### config.mk
export PLATFORM = sky130hd
export DESIGN_NAME = tmes_ctrl
export DESIGN_NICKNAME = d
export VERILOG_FILES = /design/src/tmes_pkg.sv /design/src/tmes_ctrl.sv
export SDC_FILE = /design/constraint.sdc
export NUM_CORES = 1
export LEC_CHECK = 0
export BUFFER_PORTS_ARGS = -buffer_cell sky130_fd_sc_hd__buf_2
export CORE_AREA = 2 2 39 41
export CTS_BUF_LIST = sky130_fd_sc_hd__clkbuf_8
export CTS_CLUSTER_DIAMETER = 120
export CTS_CLUSTER_SIZE = 16
export DETAILED_ROUTE_END_ITERATION = 6
export DIE_AREA = 0 0 41 43
export PLACE_DENSITY = 0.77
export SKIP_LAST_GASP = 1
export SLEW_MARGIN = 40
export SYNTH_ARGS = -nofsm -noshare
export SYNTH_HDL_FRONTEND = slang
export SYNTH_SLANG_ARGS = --single-unit
### constraint.sdc
create_clock -name clock -period 1.4 [get_ports clock]
set_input_delay 0.21 -clock clock [delete_from_list [all_inputs] [get_ports clock]]
set_output_delay 0.21 -clock clock [all_outputs]
set_load 0.03 [all_outputs]
### src/tmes_pkg.sv
// ----------------------------------------------------------------------------
// Tiled matrix element store: shared definitions
// Field widths, register indexes, reset values and the command and status
// bundles that pass between the controller and the datapath.
// ----------------------------------------------------------------------------
package tmes_pkg;

   localparam int MAX_DIM_DEFAULT     = 64;
   localparam int STORE_DEPTH_DEFAULT = 4096;

   localparam int CFG_W     = 7;   // width of each configuration register
   localparam int CSR_IDX_W = 2;   // configuration register index
   localparam int IDX_W     = 6;   // row and column index width
   localparam int WORD_W    = 64;  // element word
   localparam int FLAT_W    = 12;  // reported flat position
   localparam int PROD_W    = 2 * CFG_W;
   // The position never reaches 2**15 for 6-bit indexes and 7-bit sizes.
   localparam int POS_W     = 15;

   localparam logic [CSR_IDX_W-1:0] REG_MATRIX_ROWS = 2'd0;
   localparam logic [CSR_IDX_W-1:0] REG_MATRIX_COLS = 2'd1;
   localparam logic [CSR_IDX_W-1:0] REG_TILE_ROWS   = 2'd2;
   localparam logic [CSR_IDX_W-1:0] REG_TILE_COLS   = 2'd3;

   localparam logic [CFG_W-1:0] MATRIX_ROWS_RESET = 7'd64;
   localparam logic [CFG_W-1:0] MATRIX_COLS_RESET = 7'd64;
   localparam logic [CFG_W-1:0] TILE_ROWS_RESET   = 7'd8;
   localparam logic [CFG_W-1:0] TILE_COLS_RESET   = 7'd8;

   localparam logic KIND_READ  = 1'b0;
   localparam logic KIND_WRITE = 1'b1;

   typedef struct packed {
      logic load;      // capture the request and start both dividers
      logic div_step;  // one quotient bit per divider
      logic mul_a;     // tile sizes and partial products
      logic mul_b;     // flat position
      logic access;    // memory read or write
      logic respond;   // result beat on the output ports
   } tmes_cmd_type;

   typedef struct packed {
      logic out_of_range;
   } tmes_status_type;

   // A size of zero acts as one, and a size above the cap acts as the cap.
   function automatic logic [CFG_W-1:0] clamp_size(input logic [CFG_W-1:0] v,
                                                   input logic [CFG_W-1:0] cap);
      logic [CFG_W-1:0] r;
      if (v == '0) begin
         r = CFG_W'(1);
      end else if (v > cap) begin
         r = cap;
      end else begin
         r = v;
      end
      return r;
   endfunction

endpackage

### src/tmes_ctrl.sv
// ----------------------------------------------------------------------------
// Tiled matrix element store: controller
// Sequences one access: division, two product steps, the memory access and
// the result beat. An access outside the matrix goes straight to the result.
// ----------------------------------------------------------------------------
module tmes_ctrl import tmes_pkg::*; (
   input  logic            clock,
   input  logic            reset,
   input  logic            start,
   input  tmes_status_type status,
   output tmes_cmd_type    cmd,
   output logic            busy
);

   localparam int CNT_W = $clog2(IDX_W);

   typedef enum logic [5:0] {
      ST_IDLE    = 6'b000001,
      ST_DIVIDE  = 6'b000010,
      ST_MUL_A   = 6'b000100,
      ST_MUL_B   = 6'b001000,
      ST_ACCESS  = 6'b010000,
      ST_RESPOND = 6'b100000
   } state_type;

   state_type        state_ff, state_in;
   logic [CNT_W-1:0] cnt_ff, cnt_in;

   always_comb begin
      state_in = state_ff;
      cnt_in   = cnt_ff;
      unique case (state_ff)
         ST_IDLE: begin
            cnt_in = '0;
            if (start) begin
               state_in = ST_DIVIDE;
            end
         end
         ST_DIVIDE: begin
            cnt_in = cnt_ff + CNT_W'(1);
            if (status.out_of_range) begin
               state_in = ST_RESPOND;
            end else if (cnt_ff == CNT_W'(IDX_W - 1)) begin
               state_in = ST_MUL_A;
            end
         end
         ST_MUL_A:   state_in = ST_MUL_B;
         ST_MUL_B:   state_in = ST_ACCESS;
         ST_ACCESS:  state_in = ST_RESPOND;
         ST_RESPOND: state_in = ST_IDLE;
         default:    state_in = ST_IDLE;
      endcase
   end

   always_ff @(posedge clock) begin
      if (reset) begin
         state_ff <= ST_IDLE;
         cnt_ff   <= '0;
      end else begin
         state_ff <= state_in;
         cnt_ff   <= cnt_in;
      end
   end

   assign busy         = (state_ff != ST_IDLE);
   assign cmd.load     = (state_ff == ST_IDLE) && start;
   assign cmd.div_step = (state_ff == ST_DIVIDE);
   assign cmd.mul_a    = (state_ff == ST_MUL_A);
   assign cmd.mul_b    = (state_ff == ST_MUL_B);
   assign cmd.access   = (state_ff == ST_ACCESS);
   assign cmd.respond  = (state_ff == ST_RESPOND);

endmodule
==> impl_metrics.toml <==
[outcome]
status = "finished, violations left"
violations = "setup timing"

[synthesis]
yosys_warnings = 0
postSynthAreaPerCell_um2 = 8.15
yosys.area_share.simple_pct = 35.0
synthAdderAreaFrac_pct = 4.51
synth_seq_cells = 9
yosysMostFrequentCell = "dfxtp_1"
synth_cells = 68
ys_types = 32
synth_commonest_cells = "9 x dfxtp_1, 6 x nor2_1, 5 x nand2_1"
syn_nets = 74
synth_top_family_by_area = "simple AND/OR/NAND/NOR gates"
synthesis.area_um2 = 554
synth-xor-area-share_pct = 1.58
synth-main-ff-cell = "dfxtp_1"
synth_compound_area_share_pct = 19.9
yosys.area.top_type = "dfxtp_1"
yosys-top-cells-area = "dfxtp_1 33%, and3_1 4.5%, ha_1 4.5%"
ys_seq_area_share_pct = 32.5
synthArstFlopShare_pct = 0
synth_edf_count = 0
yosysTopAreaCellShare_pct = 32.5
muxShareOfSynthArea_pct = 0

[clock_network]
h-tree-depth = 1
clockBufferDepth = 2
numCtsBuffers = 3
cts_tree = "yes"
clockRootBuffer = "clkbuf_8"
insertion_delay_ps = 240
clock_sinks = 9
clk_pin_slew_worst_paths_ps = 50
cts_hold_buf = 0

[grt]
grt_pass1_wl_um = 2460
grt.total_usage_pct = 21.7
grt_start_max_net_pins = 10
antenna_found_initial = 0
gr-total-overflow = 0
grt_pass1_vias = 555

[pwr]
power_uw = 766
p_leak_nw = 0.364
ir_drop_v = 0.000568
p_per_area_nw_per_um2 = 924

[cells_and_area]
drive_gt1_share_pct = 48.3
syn_to_final_growth_pct = 49.7
final_nets = 96
diodes = 0

[placement]
portBuffers = 10
hpwl_um = 963
gp_congestion = 0.910

[floorplan]
die-area_um2 = 1760
die_w_um = 41
row_count = 14
pin_count = 11
coreArea_um2 = 1380
start_util_pct = 40.1
die_y_um = 43

[timing]
setup_ws_ps = -99.1
fmax_mhz = 667
setup_violations = 8
fin_crit_ps = 1500
whs_ps = 198
max_slew_margin_pct = 60.6
timing.final.hold_violations = 0
rsz0062_at_grt = "yes"
fin_crit_sh_pct = 107
slew_viol_final = 0
finClkSkew_ps = 1.23
tightest_slew_ps = 585

[critical_path]
critPathArrivalTime_ps = 1290
startpoint_type = "flop"
cp_max_fo = 5
end_kind = "output port"
crit_required_ps = 1190
criticalPathCategory = "reg -> out"

[worst_hold_path]
hp-class = "in -> reg"

[detailed_routing]
dr.pass1.iters = 4
routedWlPerCell_um = 15.9
drc = 0
ant_nets = 0
vias_per_cell = 6.00
wirelength_um = 1670
drtIter0Drc = 24
vias = 630

[job]
maxCapViolations = 0
[logic make-up (layout without fill, tap and decap cells)]
kind of cell | after synthesis | in the layout
compound gates | 16 | 16
xor+xnor | 1 | 1
fa+ha+maj | 2 | 2
buf+inv | 7 | 28
flops | 9 | 9
simple gates | 33 | 33
[per-layer routing]
metal  GRT usage, %  part of all wire (%)  up-vias
met1           25.5                    38      296
met5              0                     0        -
met4           12.0                   3.5        0
li1               -                     -      290
met3           9.42                   8.0        8
met2           31.6                    50       36
[per-stage QoR]
stage / util, % / TNS (ps) / cell area, um2 / instances / setup WS, ps
floorplan: - / 0 / 554 / 68 / 24.2
detailed placement: 46.0 / 0 / 637 / 95 / 34.0
global placement: 46.0 / 0 / 637 / 95 / 53.7
finish: 59.9 / -455 / 830 / 105 / -99.1
CTS: 55.4 / -352 / 767 / 101 / -102
global route: 59.9 / -1170 / 830 / 105 / -179
[layout make-up]
| class | count | area, um2 |
|---|---|---|
| Multi-Input combinational cell | 52 | 397 |
| Sequential cell | 9 | 195 |
| Timing Repair Buffer | 21 | 160 |
| Clock buffer | 3 | 41.3 |
| Fill cell | 125 | 554 |
| Tap cell | 16 | 20.0 |
| Clock inverter | 1 | 5.00 |
| Inverter | 3 | 11.3 |
[worst max-delay path, cell delays in order (launching register included)]
cell	delay (ps)
dfxtp_4	360
nor4_4	320
and3_4	250
buf_6	130
[registers in the layout, summed over array words and instances (netlist names)]
name	flops
state_ff	6
cnt_ff	3
[timing repair]
action | CTS | global route
endpoints found under the setup margin | 7 | 10
setup buffers | 2 | 4
gates resized for setup | 23 | 10
pin swaps | 4 | 3
[path summary, 6_finish.rpt]
kind,startpoint,slack [ps],to,cells past startpoint
worst max-delay path,state_ff[3],-100,cmd[5],3
worst min-delay path,reset,200,cnt_ff[1],2
worst max register to register,state_ff[3],-40,cnt_ff[0],4
worst min register to register,cnt_ff[1],500,cnt_ff[1],2
[power by group]
group	total [mW]	switching, mW	internal, mW
Sequential	0.277	0.0147	0.262
Combinational	0.179	0.0943	0.0849
Clock	0.310	0.115	0.195
[layout by cell type (no fill, tap or decap), types with 4 or more instances in the layout]
| cell | instances |
|---|---|
| buf_2 | 4 |
| buf_4 | 12 |
| a21oi_1 | 4 |
| buf_6 | 4 |
| o21ai_0 | 4 |
(Power assumes the default switching activity.)
